File: src/design/cpfb_pkg.sv
// ----------------------------------------------------------------------------
// cpfb_pkg: shared types and constants for the clipped pixel frame store
// Screen geometry, command codes, queue entry layout and back-end states.
// ----------------------------------------------------------------------------
package cpfb_pkg;

  // Screen geometry
  localparam int SCREEN_COLUMNS = 64;
  localparam int SCREEN_ROWS    = 32;
  localparam int STORE_DEPTH    = SCREEN_COLUMNS * SCREEN_ROWS;
  localparam int ADDR_W         = (STORE_DEPTH > 1) ? $clog2(STORE_DEPTH) : 1;
  localparam int X_W            = (SCREEN_COLUMNS > 1) ? $clog2(SCREEN_COLUMNS) : 1;
  localparam int Y_W            = (SCREEN_ROWS > 1) ? $clog2(SCREEN_ROWS) : 1;

  // Field widths
  localparam int CMD_W   = 3;
  localparam int POS_W   = 16;
  localparam int COLOR_W = 8;

  // Command codes on the input port
  localparam logic [CMD_W-1:0] CMD_WRITE  = 3'd0;
  localparam logic [CMD_W-1:0] CMD_INVERT = 3'd1;
  localparam logic [CMD_W-1:0] CMD_XOR    = 3'd2;
  localparam logic [CMD_W-1:0] CMD_READ   = 3'd3;
  localparam logic [CMD_W-1:0] CMD_FILL   = 3'd4;

  // Queue between front and back
  localparam int QUEUE_DEPTH = 2;
  localparam int QPTR_W      = (QUEUE_DEPTH > 1) ? $clog2(QUEUE_DEPTH) : 1;
  localparam int QCNT_W      = $clog2(QUEUE_DEPTH + 1);

  // Classified operation carried to the back end
  typedef enum logic [2:0] {
    OP_NONE,
    OP_WRITE,
    OP_INVERT,
    OP_XOR,
    OP_READ,
    OP_FILL
  } op_t;

  typedef struct packed {
    op_t                op;
    logic [ADDR_W-1:0]  addr;
    logic [COLOR_W-1:0] color;
    logic               on_screen;
  } q_item_t;

  // Back-end sequencer states
  typedef enum logic [1:0] {
    BK_CLEAR,
    BK_IDLE,
    BK_MODIFY,
    BK_FILL
  } back_state_t;

  // Status from back end to front end
  typedef struct packed {
    logic clearing;
  } back_status_t;

endpackage

File: src/design/cpfb_front.sv
// ----------------------------------------------------------------------------
// cpfb_front: request intake and classification
// Clips the point against the screen, forms the row-major address and
// reduces the command to one back-end operation.
// ----------------------------------------------------------------------------
module cpfb_front (
  input  logic                          in_valid,
  output logic                          in_ready,
  input  logic [cpfb_pkg::CMD_W-1:0]    in_cmd,
  input  logic [cpfb_pkg::POS_W-1:0]    in_pos_x,
  input  logic [cpfb_pkg::POS_W-1:0]    in_pos_y,
  input  logic [cpfb_pkg::COLOR_W-1:0]  in_color,
  input  cpfb_pkg::back_status_t        back_status,
  input  logic                          q_ready,
  output logic                          q_push,
  output cpfb_pkg::q_item_t             q_item
);
  import cpfb_pkg::*;

  logic x_in;
  logic y_in;
  logic on_screen;
  op_t  op;

  // Clip against the screen: sign bit clear and below the limit
  assign x_in      = !in_pos_x[POS_W-1] && (in_pos_x < POS_W'(SCREEN_COLUMNS));
  assign y_in      = !in_pos_y[POS_W-1] && (in_pos_y < POS_W'(SCREEN_ROWS));
  assign on_screen = x_in && y_in;

  // Reduce command to an operation; drop pixel ops that fall off screen
  always_comb begin
    case (in_cmd)
      CMD_WRITE:  op = on_screen ? OP_WRITE  : OP_NONE;
      CMD_INVERT: op = on_screen ? OP_INVERT : OP_NONE;
      CMD_XOR:    op = on_screen ? OP_XOR    : OP_NONE;
      CMD_READ:   op = on_screen ? OP_READ   : OP_NONE;
      CMD_FILL:   op = OP_FILL;
      default:    op = OP_NONE;
    endcase
  end

  // Hold off intake while the store is being cleared after reset
  assign in_ready = q_ready && !back_status.clearing;
  assign q_push   = in_valid && in_ready;

  always_comb begin
    q_item.op        = op;
    q_item.addr      = ADDR_W'(int'(in_pos_y[Y_W-1:0]) * SCREEN_COLUMNS
                               + int'(in_pos_x[X_W-1:0]));
    q_item.color     = in_color;
    q_item.on_screen = on_screen;
  end

endmodule

File: config.mk
export PLATFORM = sky130hd
export DESIGN_NAME = cpfb_front
export DESIGN_NICKNAME = d
export VERILOG_FILES = /design/src/design/cpfb_pkg.sv /design/src/design/cpfb_front.sv
export SDC_FILE = /design/constraint.sdc
export NUM_CORES = 1
export LEC_CHECK = 0
export BUFFER_PORTS_ARGS = -buffer_cell sky130_fd_sc_hd__buf_2
export CAP_MARGIN = 40
export CORE_MARGIN = 5
export CORE_UTILIZATION = 22
export DETAILED_ROUTE_END_ITERATION = 10
export PLACE_DENSITY = 0.8
export SLEW_MARGIN = 5
export SYNTH_ARGS = -nofsm -noshare
export SYNTH_HDL_FRONTEND = slang
export SYNTH_SLANG_ARGS = --single-unit
File: constraint.sdc
create_clock -name vclk -period 1.2
set_clock_uncertainty 0.1 [all_clocks]
set_input_delay 0.24 -clock vclk [all_inputs]
set_output_delay 0.24 -clock vclk [all_outputs]
set_load 0.01 [all_outputs]
### Word-level counts from Yosys, hierarchy flattened

Index checks and enable logic that the tools add are counted.

* logic and storage cells: 21
* register bits: 0
* output and inout port bits: 25
* bits of input ports: 46

* muxes and demuxes: 5
* add/subtract/negate cells: 1
* eq/ne operators: 4
* reductions and logical operators: 9
* magnitude comparators: 2

Operator list (count)
* 16-bit by 6-bit less-than comparator with 1-bit output (second input constant): 1
* 16-bit by 7-bit less-than comparator with 1-bit output (second input constant): 1
* 3-bit case mux with 5 select lines: 1
* 11-bit by 6-bit adder with 11-bit output: 1
* 3-bit by 2-bit == test with 1-bit output (second input constant): 2
* 1-bit logical AND: 5
* 2-bit two-way mux: 2
* 3-bit by 1-bit == test with 1-bit output (second input constant): 1
* 3-bit == test (second input constant): 1
* 1-bit logical NOT: 3
* 3-bit logical NOT: 1
* 3-bit two-way mux: 1
* 1-bit two-way mux: 1

### Longest topological paths before layout

* word-level depth: 5
* mapped depth: 4
* gate-level depth less buffers: 3

### Worst setup path before layout

Ideal clock, no wire load.

* path kind: input to output
* from: input in_pos_x[12] (netlist bit)
* to: output q_item[21] (netlist bit)
* buffers on the path: 0
* required time: 860 ps
* cell stages on the path: 3
* setup slack: -165 ps
* data arrival time: 1025 ps
* cell sequence: nor4_2 -> nand4_2 -> nor4_2

RTL lines
* from (decl): RTL line cpfb_front.sv:10 `input logic [cpfb_pkg::POS_W-1:0] in_pos_x,`
* to (decl): RTL line cpfb_front.sv:16 `output cpfb_pkg::q_item_t q_item`

==> results by group <==
Outcome
  – Status: complete, but fails checks
  – Failing checks: negative setup slack

Cells and area
  – Num sequential: 0
  – Commonest cells after routing, fill and taps aside: buf_2, buf_6, nor4_4, buf_4
  – Register Area: 0 um^2
  – Fillers: 151
  – Commonest non-fill, non-tap cell in the layout: buf_2
  – Fraction of layout instances using a drive strength above 1: 87.5%
  – Layout Nets: 104
  – Clk_buf instances: 0
  – Area Overhead vs Synth: 54.5%
  – Cell area after layout: 489 um^2
  – # diodes: 0

STA
  – Worst hold slack: 0.380 ns
  – Final hold violation count: 0
  – Min cycle time layout: 1.59 ns
  – Pins Over Slew Limit: 0
  – Setup WS post-layout: -0.391 ns
  – Fin crit share: 133%
  – Slew margin rel.: 82.4%
  – Fmax: 0.629 GHz
  – RSZ-0062 raised after global routing: true
  – Setup TNS: -1.34 ns
  – Endpoints failing setup: 4
  – Worst slew pin tran: 0.262 ns

Detailed routing
  – Initial DRC Count: 0
  – Final ANT Viol Nets: 0
  – DRT Pass-1 Iters: 1
  – DR vias: 315
  – Post-Route WL: 893 um
  – Drt drc: 0
  – Vias per cell: 4.44
  – WL per Instance: 12.6 um

Floorplan
  – Die Y: 47.9 um
  – I/O Pins: 71
  – Starting Density: 23.7%
  – Die W: 47.9 um
  – Row Count: 13
  – CORE AREA: 1330 um^2
  – Die area: 2300 um^2

Synthesis
  – Cell area after synthesis: 317 um^2
  – Syn Area/Cell: 8.33 um^2
  – Mux cell area share after synthesis: 0%
  – Largest family of logic cells by synthesized area: buffers and inverters
  – Sequential area share after synthesis: 0%
  – Synth Area in Simple Gates: 43.1%
  – Post-Syn Instances: 38
  – Area share of fa/ha/maj cells after synthesis: 0%
  – Synth warn: 0
  – Yosys cell types: 14
  – Net Count, Synth: 84
  – Post-Synth XOR/XNOR Area: 2.77%
  – Compound-gate portion of the synthesized area: 6.72%

Global route
  – Total gr overflow: 0
  – Initial antenna violation count: 0
  – GR Util All Layers: 7.96%
  – Largest net degree at the start of global routing: 5
  – First-pass GRT wire length: 1370 um
  – Number of global-route vias before repair: 346

Critical path
  – Crit end category: primary output
  – Worst EP required: 0.86 ns
  – Crit start category: input port
  – WS Path Type: in -> out
  – Slowest cell on crit path: o41ai_4
  – Crit Path Max Fanout: 3
  – Data arrival, critical path: 1.25 ns
  – CP peak stage delay: 0.30 ns
  – Worst path cell trace: buf_6 > nor4_4 > nand2_2 > o41ai_4 > buf_2

Worst hold path
  – Worst hold path class: in -> out

Place
  – Gpl congestion: 0.656
  – Dpl ws: -0.424 ns
  – I/O Buffers: 33
  – Placed cell areas: 439 um^2

Pwr
  – Pwr dens: 252 nW/um^2
  – Worst vdd ir: 95.9 uV
  – Power Total: 0.123 mW
  – Leakage: 0.242 nW

Flow run
  – Max cap viols: 0

Clock tree
  – Cts hold-fix bufs: 0
## critical path, delay by kind of cell
kind                   cells  cell delay (ns)
buffers and inverters      2             0.27
AO/OA/AOI/OAI              1             0.30
AND/OR/NAND/NOR            2             0.43
## cell usage after synthesis (all sizes together)
cell type | count | area (um^2)
and2 | 1 | 6.26
buf | 20 | 150
nand2 | 1 | 6.26
nand4 | 2 | 18.8
nor2 | 2 | 7.51
nor2b | 2 | 12.5
nor3 | 1 | 5.00
nor4 | 5 | 71.3
o21ai | 1 | 5.00
o41ai | 1 | 16.3
or3b | 1 | 8.76
xnor2 | 1 | 8.76
## cell type report
class	instances	area [um^2]	share of cell area, %
Tap cell	15	18.8	3.84
Multi-Input combinational cell	18	230	47.1
Timing Repair Buffer	38	240	49.1
## metal layers
metal	track usage, %	wire length (um)
met1	7.61	224
met2	16.4	568
met3	3.38	100
met4	0	0
met5	0	0
## power by group
| part | switching, mW | internal [mW] |
|---|---|---|
| Sequential | 0 | 0 |
| Clock | 0 | 0 |
| Combinational | 0.0520 | 0.0711 |
## repair_timing
item,4_1_cts,5_1_grt
resized for setup,5,2
endpoints found under the hold margin,0,0
pin swaps,3,3
endpoints found under the setup margin,4,4
setup buffers,0,1
cloned,0,0
## cells by family (layout without fill, tap and decap cells)
| group | count (synthesis) | in the layout |
|---|---|---|
| AOI/OAI and AO/OA | 2 | 2 |
| xor gates and xnor gates | 1 | 1 |
| buffers and inverters | 20 | 38 |
| and+or+nand+nor | 15 | 15 |
## metrics by stage
stage | instances | utilization, %
6_report | 71 | 36.7
5_1_grt | 71 | 36.7
4_1_cts | 70 | 35.2
3_5_place_dp | 70 | 32.9
3_3_place_gp | 70 | 32.9
2_1_floorplan | 38 | -
## path summary, 6_finish.rpt
kind                    start  slack (ns)    endpoint  depth (start not counted)
setup / recovery  in_pos_y[6]       -0.39  q_item[20]                          5
hold / removal    in_pos_y[3]        0.38  q_item[18]                          0
(Power assumes the default switching activity.)
