File: src/design/cpfb_pkg.sv
// ----------------------------------------------------------------------------
// cpfb_pkg: shared types and constants for the clipped pixel frame store
// Screen geometry, command codes, queue entry layout and back-end states.
// ----------------------------------------------------------------------------
package cpfb_pkg;

  // Screen geometry
  localparam int SCREEN_COLUMNS = 64;
  localparam int SCREEN_ROWS    = 32;
  localparam int STORE_DEPTH    = SCREEN_COLUMNS * SCREEN_ROWS;
  localparam int ADDR_W         = (STORE_DEPTH > 1) ? $clog2(STORE_DEPTH) : 1;
  localparam int X_W            = (SCREEN_COLUMNS > 1) ? $clog2(SCREEN_COLUMNS) : 1;
  localparam int Y_W            = (SCREEN_ROWS > 1) ? $clog2(SCREEN_ROWS) : 1;

  // Field widths
  localparam int CMD_W   = 3;
  localparam int POS_W   = 16;
  localparam int COLOR_W = 8;

  // Command codes on the input port
  localparam logic [CMD_W-1:0] CMD_WRITE  = 3'd0;
  localparam logic [CMD_W-1:0] CMD_INVERT = 3'd1;
  localparam logic [CMD_W-1:0] CMD_XOR    = 3'd2;
  localparam logic [CMD_W-1:0] CMD_READ   = 3'd3;
  localparam logic [CMD_W-1:0] CMD_FILL   = 3'd4;

  // Queue between front and back
  localparam int QUEUE_DEPTH = 2;
  localparam int QPTR_W      = (QUEUE_DEPTH > 1) ? $clog2(QUEUE_DEPTH) : 1;
  localparam int QCNT_W      = $clog2(QUEUE_DEPTH + 1);

  // Classified operation carried to the back end
  typedef enum logic [2:0] {
    OP_NONE,
    OP_WRITE,
    OP_INVERT,
    OP_XOR,
    OP_READ,
    OP_FILL
  } op_t;

  typedef struct packed {
    op_t                op;
    logic [ADDR_W-1:0]  addr;
    logic [COLOR_W-1:0] color;
    logic               on_screen;
  } q_item_t;

  // Back-end sequencer states
  typedef enum logic [1:0] {
    BK_CLEAR,
    BK_IDLE,
    BK_MODIFY,
    BK_FILL
  } back_state_t;

  // Status from back end to front end
  typedef struct packed {
    logic clearing;
  } back_status_t;

endpackage

File: src/design/cpfb_queue.sv
// ----------------------------------------------------------------------------
// cpfb_queue: small FIFO between front and back
// Lets the front accept while the back is busy on a longer operation.
// ----------------------------------------------------------------------------
module cpfb_queue (
  input  logic              clk,
  input  logic              rst_n,
  input  logic              push,
  input  cpfb_pkg::q_item_t push_item,
  output logic              push_ready,
  output logic              pop_valid,
  output cpfb_pkg::q_item_t pop_item,
  input  logic              pop
);
  import cpfb_pkg::*;

  q_item_t           entry_r [QUEUE_DEPTH];
  logic [QPTR_W-1:0] wr_ptr_r, wr_ptr_nxt;
  logic [QPTR_W-1:0] rd_ptr_r, rd_ptr_nxt;
  logic [QCNT_W-1:0] count_r, count_nxt;
  logic              do_push;
  logic              do_pop;

  assign push_ready = (count_r != QCNT_W'(QUEUE_DEPTH));
  assign pop_valid  = (count_r != '0);
  assign pop_item   = entry_r[rd_ptr_r];
  assign do_push    = push && push_ready;
  assign do_pop     = pop && pop_valid;

  // Advance pointers with wrap
  always_comb begin
    wr_ptr_nxt = wr_ptr_r;
    rd_ptr_nxt = rd_ptr_r;
    count_nxt  = count_r;
    if (do_push) begin
      wr_ptr_nxt = (wr_ptr_r == QPTR_W'(QUEUE_DEPTH - 1)) ? '0 : wr_ptr_r + 1'b1;
    end
    if (do_pop) begin
      rd_ptr_nxt = (rd_ptr_r == QPTR_W'(QUEUE_DEPTH - 1)) ? '0 : rd_ptr_r + 1'b1;
    end
    if (do_push && !do_pop) begin
      count_nxt = count_r + 1'b1;
    end else if (do_pop && !do_push) begin
      count_nxt = count_r - 1'b1;
    end
  end

  always_ff @(posedge clk) begin
    if (!rst_n) begin
      wr_ptr_r <= '0;
      rd_ptr_r <= '0;
      count_r  <= '0;
    end else begin
      wr_ptr_r <= wr_ptr_nxt;
      rd_ptr_r <= rd_ptr_nxt;
      count_r  <= count_nxt;
    end
  end

  // Store the pushed word
  always_ff @(posedge clk) begin
    if (do_push) begin
      entry_r[wr_ptr_r] <= push_item;
    end
  end

endmodule

File: config.mk
export PLATFORM = sky130hd
export DESIGN_NAME = cpfb_queue
export DESIGN_NICKNAME = d
export VERILOG_FILES = /design/src/design/cpfb_pkg.sv /design/src/design/cpfb_queue.sv
export SDC_FILE = /design/constraint.sdc
export NUM_CORES = 1
export LEC_CHECK = 0
export BUFFER_PORTS_ARGS = -buffer_cell sky130_fd_sc_hd__clkbuf_2
export CORE_AREA = 2 2 68 70
export CTS_BUF_LIST = sky130_fd_sc_hd__clkbuf_8
export CTS_CLUSTER_DIAMETER = 30
export DETAILED_ROUTE_END_ITERATION = 8
export DIE_AREA = 0 0 70 72
export PLACE_DENSITY = 0.73
export RECOVER_POWER = 100
export SYNTH_ARGS = -nofsm -noshare
export SYNTH_HDL_FRONTEND = slang
export SYNTH_SLANG_ARGS = --single-unit
File: constraint.sdc
create_clock -name clk -period 1.74 [get_ports clk]
set_input_delay 0.261 -clock clk [delete_from_list [all_inputs] [get_ports clk]]
set_output_delay 0.261 -clock clk [all_outputs]
set_load 0.02 [all_outputs]
== Yosys cells after proc, flatten, opt, wreduce, memory -nomap -nowiden ==
Memories as Yosys holds them, arrays and structs flattened. A register that Yosys moved wholly into a read port is not among the register bits.
Index checks and enable logic that the tools add are counted.

* Bits in registers: 4
* Memory bits (writable): 46
* Input port bits: 27
* Output and inout port bits: 25
* Memories kept: 1

* $add $sub $neg: 4
* Equal/unequal tests: 1
* Mux-type cells: 8
* Reductions and logical operators: 8

{| class="wikitable"
|+ Memories
! name !! words !! width !! rd ports !! clocked after Yosys merged registers in !! write ports !! RTL line !! RTL
|-
| entry_r || 2 || 23 || 1 || 1 || 1 || cpfb_queue.sv:17 || <nowiki>q_item_t entry_r [QUEUE_DEPTH];</nowiki>
|}

{| class="wikitable"
|+ Operators with widths
! cell !! number
|-
| 1-bit 2-to-1 mux || 6
|-
| 1-bit logical AND || 4
|-
| 2-bit 2-to-1 mux || 2
|-
| 2-bit nonzero test || 2
|-
| 1-bit adder, second input constant || 2
|-
| 2-bit by 1-bit adder with 2-bit output, second input constant || 1
|-
| 1-bit zero test || 2
|-
| 2-bit != test, second input constant || 1
|-
| 2-bit by 1-bit subtractor with 2-bit output, second input constant || 1
|}

== Longest topological paths before layout ==
Gate-level depths: netlist of run 1.

* Depth in word-level cells: 6
* Gate-level depth with buffers: 6
* Depth with buffers taken out: 6

== Worst setup path after synthesis of run 1 ==
Ideal clock, no wire load.

* Path type: reg2reg
* Start: reg count_r[0]
* End: mem entry_r[1][0] (netlist bit), enable pin
* Arrival: 1.233 ns
* Setup slack: 0.125 ns
* Cell stages (with the launch flop): 3
* Clock period less this slack: 1.615 ns
* Cells stage by stage: dfxtp_1 nand2b_4 and3_1

* Cells in the longest elaborated chain, start to end: 4

{| class="wikitable"
|+ RTL lines
! what !! RTL line !! RTL
|-
| from (decl) || cpfb_queue.sv:20 || <nowiki>logic [QCNT_W-1:0] count_r, count_nxt;</nowiki>
|-
| from (signal assigned) || cpfb_queue.sv:56 || <nowiki>count_r <= count_nxt;</nowiki>
|-
| 2-bit != test || cpfb_queue.sv:24 || <nowiki>assign push_ready = (count_r != QCNT_W'(QUEUE_DEPTH));</nowiki>
|-
| named net push_ready || cpfb_queue.sv:10 || <nowiki>output logic push_ready,</nowiki>
|-
| 1-bit logical AND || cpfb_queue.sv:27 || <nowiki>assign do_push = push && push_ready;</nowiki>
|-
| 1-bit 2-to-1 mux || cpfb_queue.sv:62 || <nowiki>if (do_push) begin</nowiki>
|-
| 1-bit 2-to-1 mux (not written as such) || cpfb_queue.sv:63 || <nowiki>entry_r[wr_ptr_r] <= push_item;</nowiki>
|-
| to (decl) || cpfb_queue.sv:17 ||
|}

The timed path passes the listed nets, and every way through them passes these cells.

==> results of run 1 <==
-- final timing paths --
kind                                        to  cells after the start
worst min-delay path            entry_r[1][17]                      1
worst max register to register      count_r[1]                      5
worst min register to register        rd_ptr_r                      2
worst max-delay path               pop_item[3]                      3
-- logic make-up after synthesis --
| logic type | count (synthesis) | share of synthesized area (%) |
|---|---|---|
| simple gates | 9 | 3.437 |
| xor+xnor | 3 | 1.388 |
| buf+inv | 3 | 0.7269 |
| fa+ha+maj | 1 | 0.6608 |
| flops | 51 | 78.26 |
| mux | 23 | 13.68 |
| compound gates | 5 | 1.850 |
-- worst max-delay path, stage by stage (launching register included) --
cell and delay, ns:
dfxtp_1 0.33, clkbuf_4 0.24, mux2_2 0.37, clkbuf_2 0.16
-- final cells by class --
type | instances | share of cell area, %
tap | 52 | 2.806
clock inverter | 2 | 1.457
inverter | 1 | 0.1619
clock buffer | 5 | 2.968
timing repair buffer | 57 | 11.55
multi-input combinational | 41 | 17.16
sequential | 51 | 63.90
-- registers in the layout, indices dropped and copies added (netlist names), named ones only --
| register | count |
|---|---|
| entry_r | 46 |
| count_r | 2 |
| wr_ptr_r | 1 |
| rd_ptr_r | 1 |
-- cell usage in the layout, fill, tap and decap left out, types with 5 or more instances in the layout --
master / instances
clkbuf_1: 18
dfxtp_1: 5
clkbuf_8: 5
edfxtp_1: 46
mux2_2: 23
clkbuf_2: 37
-- per-stage QoR --
step / util [%] / hold WS, ns / cell area (µm²)
floorplan: - / 0.3599 / 1893
detailed placement: 52.73 / 0.4535 / 2248
global route: 54.37 / 0.1391 / 2318
CTS: 55.14 / 0.1453 / 2351
global placement: 52.73 / 0.4512 / 2248
finish: 54.37 / 0.1560 / 2318
-- report_power, final --
| group | switching [W] | total (W) | leakage (nW) | internal, W |
|---|---|---|---|---|
| sequential | 0.0000662 | 0.00160 | 0.471 | 0.00154 |
| clock | 0.000339 | 0.000754 | 0.0554 | 0.000415 |
| combinational | 0.000601 | 0.00104 | 0.332 | 0.000439 |
-- layer usage --
layer  GRT usage (%)  wire, µm
met2           23.39      1669
met1           13.79      1184
met3           5.833       229
met5               0         0
met4           5.556        46
==> flow_summary_export.csv, run 1 <==
group,metric,value,unit
status,status,"complete, no violations",
logic_synthesis,syn_nets,123,
worst_setup_path,arrival,1.38,ns
timing,finalCritPeriodShare,94.36,%
logic_synthesis,synth.most_common_cell,"edfxtp_1",
timing,final_hold_viol_count,0,
timing,fin_setup_tns,0,ns
timing,tightest_slew,0.3178,ns
route,drt_iter0_drc,84,
route,drt-total-wl,3130,µm
final_layout,ff_latch_area,0.001481,mm²
timing,final_max_slew_viol_count,0,
final_layout,area_growth,22.47,%
grt,grt_pass1_vias,1118,
logic_synthesis,synth_cell_types,19,
worst_setup_path,worstSetupStartpointType,"flop",
die,coreArea,0.004264,mm²
timing,fin_ws,0.09807,ns
timing,skew,0.004060,ns
logic_synthesis,synth_edf_count,46,
route,ant_nets,0,
timing,relSlewSlack,78.59,%
clock_network,clockBufferDepth,2,
grt,grt_max_degree,15,
logic_synthesis,synth_area_leader_cell,"edfxtp_1",
job,drv_cap,0,
worst_setup_path,crit_path_max_fanout,12,
route,vias_per_cell,4.943,
worst_setup_path,end_kind,"primary output",
logic_synthesis,yosys.area.top_type_share,72.97,%
clock_network,cts_tree,"done",
timing,max_clock_freq,609.0,MHz
route,drc,0,
clock_network,clkSlewWorstSetupHoldPaths,0.08,ns
logic_synthesis,ys.flop_type,"edfxtp_1",
worst_setup_path,rr_startpoint,"count_r[0]",
final_layout,drive_gt1_share,45.22,%
grt,overflow,0,
route,route.vias.total,1033,
power_and_ir_drop,power,0.003395,W
logic_synthesis,netlist_area,0.001893,mm²
clock_network,cts_setup_buffers,0,
clock_network,cts_buffers,5,
clock_network,insertion_delay,0.29,ns
timing,setup_violations,0,
die,die_y,72,µm
logic_synthesis,synth_area_leaders,"edfxtp_1 (73%), mux2_2 (14%), dfxtp_1 (5.3%)",
place,dp.cells,202,
final_layout,diodes,0,
power_and_ir_drop,power_density,1465,mW/mm²
logic_synthesis,synth-seq-cells,51,
power_and_ir_drop,power.leakage,0.8583,nW
timing,fin_crit,1.642,ns
route,routed_wire_length_per_instance,14.98,µm
logic_synthesis,synthArstFlopShare,0,%
worst_setup_path,rrSetupSlack,0.11,ns
grt,antenna_found_initial,0,
die,ios,52,
final_layout,post_layout_nonfiller_instances,209,
worst_hold_path,hp-class,"in -> reg",
clock_network,cts_root_buf,"clkbuf_8",
logic_synthesis,yosys_warnings,0,
place,io_buffers,51,
logic_synthesis,synth_seq_area_share,78.26,%
clock_network,ctsHoldBuffers,0,
clock_network,cts.sinks,51,
place,dp_slack,0.1218,ns
power_and_ir_drop,ir_worst_vdd,0.8021,mV
clock_network,htreeDepth,2,
grt,grt.total_usage,13.22,%
die,initial_core_util,44.40,%
place,gp_congestion,0.7027,
die,die_area,0.005040,mm²
logic_synthesis,syn-instance-count,95,
clock_network,ctsResizeCount,0,
final_layout,multi_input_area,397.9,µm²
route,dr.pass1.iters,4,
logic_synthesis,synthTopCellsByCount,"edfxtp_1 (46), mux2_2 (23), dfxtp_1 (5)",
final_layout,fill_cells,360,
grt,grt_pass1_wl,5064,µm
worst_hold_path,hp-start,"push_item[17]",
logic_synthesis,postSynthAreaPerCell,19.93,µm²
final_layout,fin_nets,185,
place,hpwl,2322,µm
die,die_w,70,µm
worst_setup_path,crit_required,1.48,ns
worst_setup_path,worstSetupPathType,"reg -> out",
timing,rsz0062_at_grt,"no",
die,row_count,24,
Power figures use the tool's default switching activity.
==> inputs of run 2 (changes only) <==
--- a/config.mk
+++ b/config.mk
@@ -5,6 +5,7 @@
 export SDC_FILE = /design/constraint.sdc
 export NUM_CORES = 1
 export LEC_CHECK = 0
+export ABC_AREA = 0
 export BUFFER_PORTS_ARGS = -buffer_cell sky130_fd_sc_hd__clkbuf_2
 export CORE_AREA = 2 2 68 70
 export CTS_BUF_LIST = sky130_fd_sc_hd__clkbuf_8
@@ -13,6 +14,7 @@
 export DIE_AREA = 0 0 70 72
 export PLACE_DENSITY = 0.73
 export RECOVER_POWER = 100
+export SLEW_MARGIN = 10
 export SYNTH_ARGS = -nofsm -noshare
 export SYNTH_HDL_FRONTEND = slang
 export SYNTH_SLANG_ARGS = --single-unit
==> constraint.sdc (replaced) <==
create_clock -name clk -period 1.6 [get_ports clk]
set_input_delay 0.24 -clock clk [delete_from_list [all_inputs] [get_ports clk]]
set_output_delay 0.24 -clock clk [all_outputs]
set_load 0.02 [all_outputs]
==> run 2 against run 1 <==
Net effect: combinational power increased by 18%; register-to-register slack got worse by 0.03 ns; utilization rose by 1.3 points; critical endpoint is now pop_item[5]; global-route usage down 0.15 points; cell count increased by 0.96%; worst hold slack worse by 0.021 ns; clock power grew 10%.
==> flow_summary_export.csv, run 2 (same netlist as run 1, synthesis figures left out) <==
group,metric,value,unit
status,status,"complete, no violations",
power_and_ir_drop,pwr-share-seq,45.9,%
route,drc,0,
die,die_y,72,µm
clock_network,cts.sinks,51,
final_layout,design_area,0.002375,mm²
power_and_ir_drop,swShare,29.30,%
worst_setup_path,arrival,1.31,ns
power_and_ir_drop,clockPowerShare,21.9,%
worst_setup_path,cp_cell_sequence,"buf_6 -> mux2_2 -> clkbuf_2",
clock_network,insertion_delay,0.29,ns
die,initial_core_util,44.40,%
die,row_count,24,
grt,grt.total_usage,13.08,%
final_layout,area_growth,25.45,%
clock_network,htreeDepth,2,
power_and_ir_drop,power_density,1603,mW/mm²
route,route.vias.total,1016,
grt,grt_max_degree,16,
die,die_area,0.005040,mm²
power_and_ir_drop,combPwrFrac,32.2,%
power_and_ir_drop,internal-power,0.002691,W
timing,relSlewSlack,77.02,%
clock_network,cts_root_buf,"clkbuf_8",
grt,grt_pass1_vias,1040,
die,coreArea,0.004264,mm²
worst_setup_path,slowest_stage,"dfxtp_2",
clock_network,ctsHoldBuffers,0,
power_and_ir_drop,ir_worst_vdd,0.8883,mV
power_and_ir_drop,p_sw,0.001115,W
power_and_ir_drop,power,0.003806,W
clock_network,clockBufferDepth,2,
final_layout,mostFrequentLayoutCell,"edfxtp_1",
place,dp_slack,-0.01641,ns
die,ios,52,
final_layout,reg_top3,"entry_r x46, count_r x2",
power_and_ir_drop,power.leakage,0.8754,nW
grt,antenna_found_initial,0,
clock_network,clkSlewWorstSetupHoldPaths,0.08,ns
route,ant_nets,0,
timing,max_clock_freq,644.5,MHz
final_layout,diodes,0,
job,drv_cap,0,
timing,finalCritPeriodShare,96.97,%
timing,final_max_slew_viol_count,0,
worst_setup_path,worstSetupStartpointType,"flop",
final_layout,largest-register,"entry_r",
place,hpwl,2246,µm
route,drt-total-wl,3083,µm
route,dr.pass1.iters,4,
die,die_w,70,µm
worst_setup_path,worstSetupPathType,"reg -> out",
place,placed_area,0.002250,mm²
final_layout,drive_gt1_share,49.69,%
route,vias_per_cell,4.815,
timing,fin_crit,1.552,ns
timing,final_hold_viol_count,0,
place,gp_congestion,0.7083,
grt,grt_pass1_wl,4892,µm
clock_network,cts_tree,"done",
worst_setup_path,cp_slowest_stage_delay,0.36,ns
final_layout,largest_register_ffs,46,
clock_network,cts_buffers,5,
grt,overflow,0,
worst_setup_path,end_kind,"primary output",
timing,skew,0.005309,ns
worst_hold_path,hp-class,"in -> reg",
place,io_buffers,51,
timing,fin_ws,0.04849,ns
route,drt_iter0_drc,55,
worst_setup_path,crit_path_max_fanout,10,
timing,setup_violations,0,
timing,tightest_slew,0.3424,ns
final_layout,final_util,55.69,%
final_layout,layout_common_cells,"edfxtp_1 (46), clkbuf_2 (33), mux2_2 (23), clkbuf_1 (18)",
timing,rsz0062_at_grt,"yes",
worst_setup_path,crit_required,1.36,ns
final_layout,fin_nets,186,
route,routed_wire_length_per_instance,14.61,µm
-- run 2: path summary, 6_finish.rpt --
| path | depth (start not counted) | slack, ns | startpoint | endpoint |
|---|---|---|---|---|
| min | 1 | 0.13 | push_item[3] | entry_r[0][3] |
| min reg2reg | 2 | 0.54 | count_r[1] | count_r[1] |
| max | 3 | 0.05 | flop | pop_item[5] |
| max reg2reg | 6 | 0.08 | count_r[0] | count_r[1] |
-- run 2: layout make-up --
class | instances | area, µm²
fill | 364 | 1889
multi-input combinational | 41 | 414.1
clock inverter | 3 | 38.79
tap | 52 | 65.06
inverter | 1 | 3.754
timing repair buffer | 58 | 296.5
clock buffer | 5 | 68.82
sequential | 51 | 1488
-- run 2: stage by stage --
stage | TNS, ns | hold WS [ns] | cells
final | 0 | 0.1347 | 211
after global routing | -0.1039 | 0.1154 | 211
after CTS | 0 | 0.1231 | 210
after detailed placement | -0.01641 | 0.4330 | 202
after global placement | 0 | 0.4298 | 202
after floorplan | 0 | 0.3389 | 95
-- run 2: metal layers --
metal	vias up	track usage, %	wire [µm]
met3	7	4.861	202
met5	-	0	0
li1	486	-	-
met1	486	14.57	1256
met4	0	4.487	44
met2	37	23.28	1579
-- run 2: worst max-delay path: cells and delay by family (launching register included) --
kind / cells / cell delay (ns)
multiplexers: 1 / 0.35
buffers and inverters: 2 / 0.32
flip-flops: 1 / 0.36
-- run 2: what timing repair did --
| item | in CTS | in global routing |
|---|---|---|
| setup endpoints to repair | 14 | 15 |
| setup buffers | 0 | 1 |
| endpoints found under the hold margin | 0 | 0 |
| resized for setup | 3 | 7 |
| pin swaps | 1 | 2 |
-- run 2: power by group through the flow --
stage,clock (W),sequential [W],combinational [W]
2_1_floorplan,0,0.00176,0.000799
3_3_place_gp,0,0.00176,0.00114
3_5_place_dp,0,0.00177,0.00118
4_1_cts,0.000857,0.00175,0.00119
5_1_grt,0.000915,0.00177,0.00133
6_report,0.000832,0.00175,0.00123
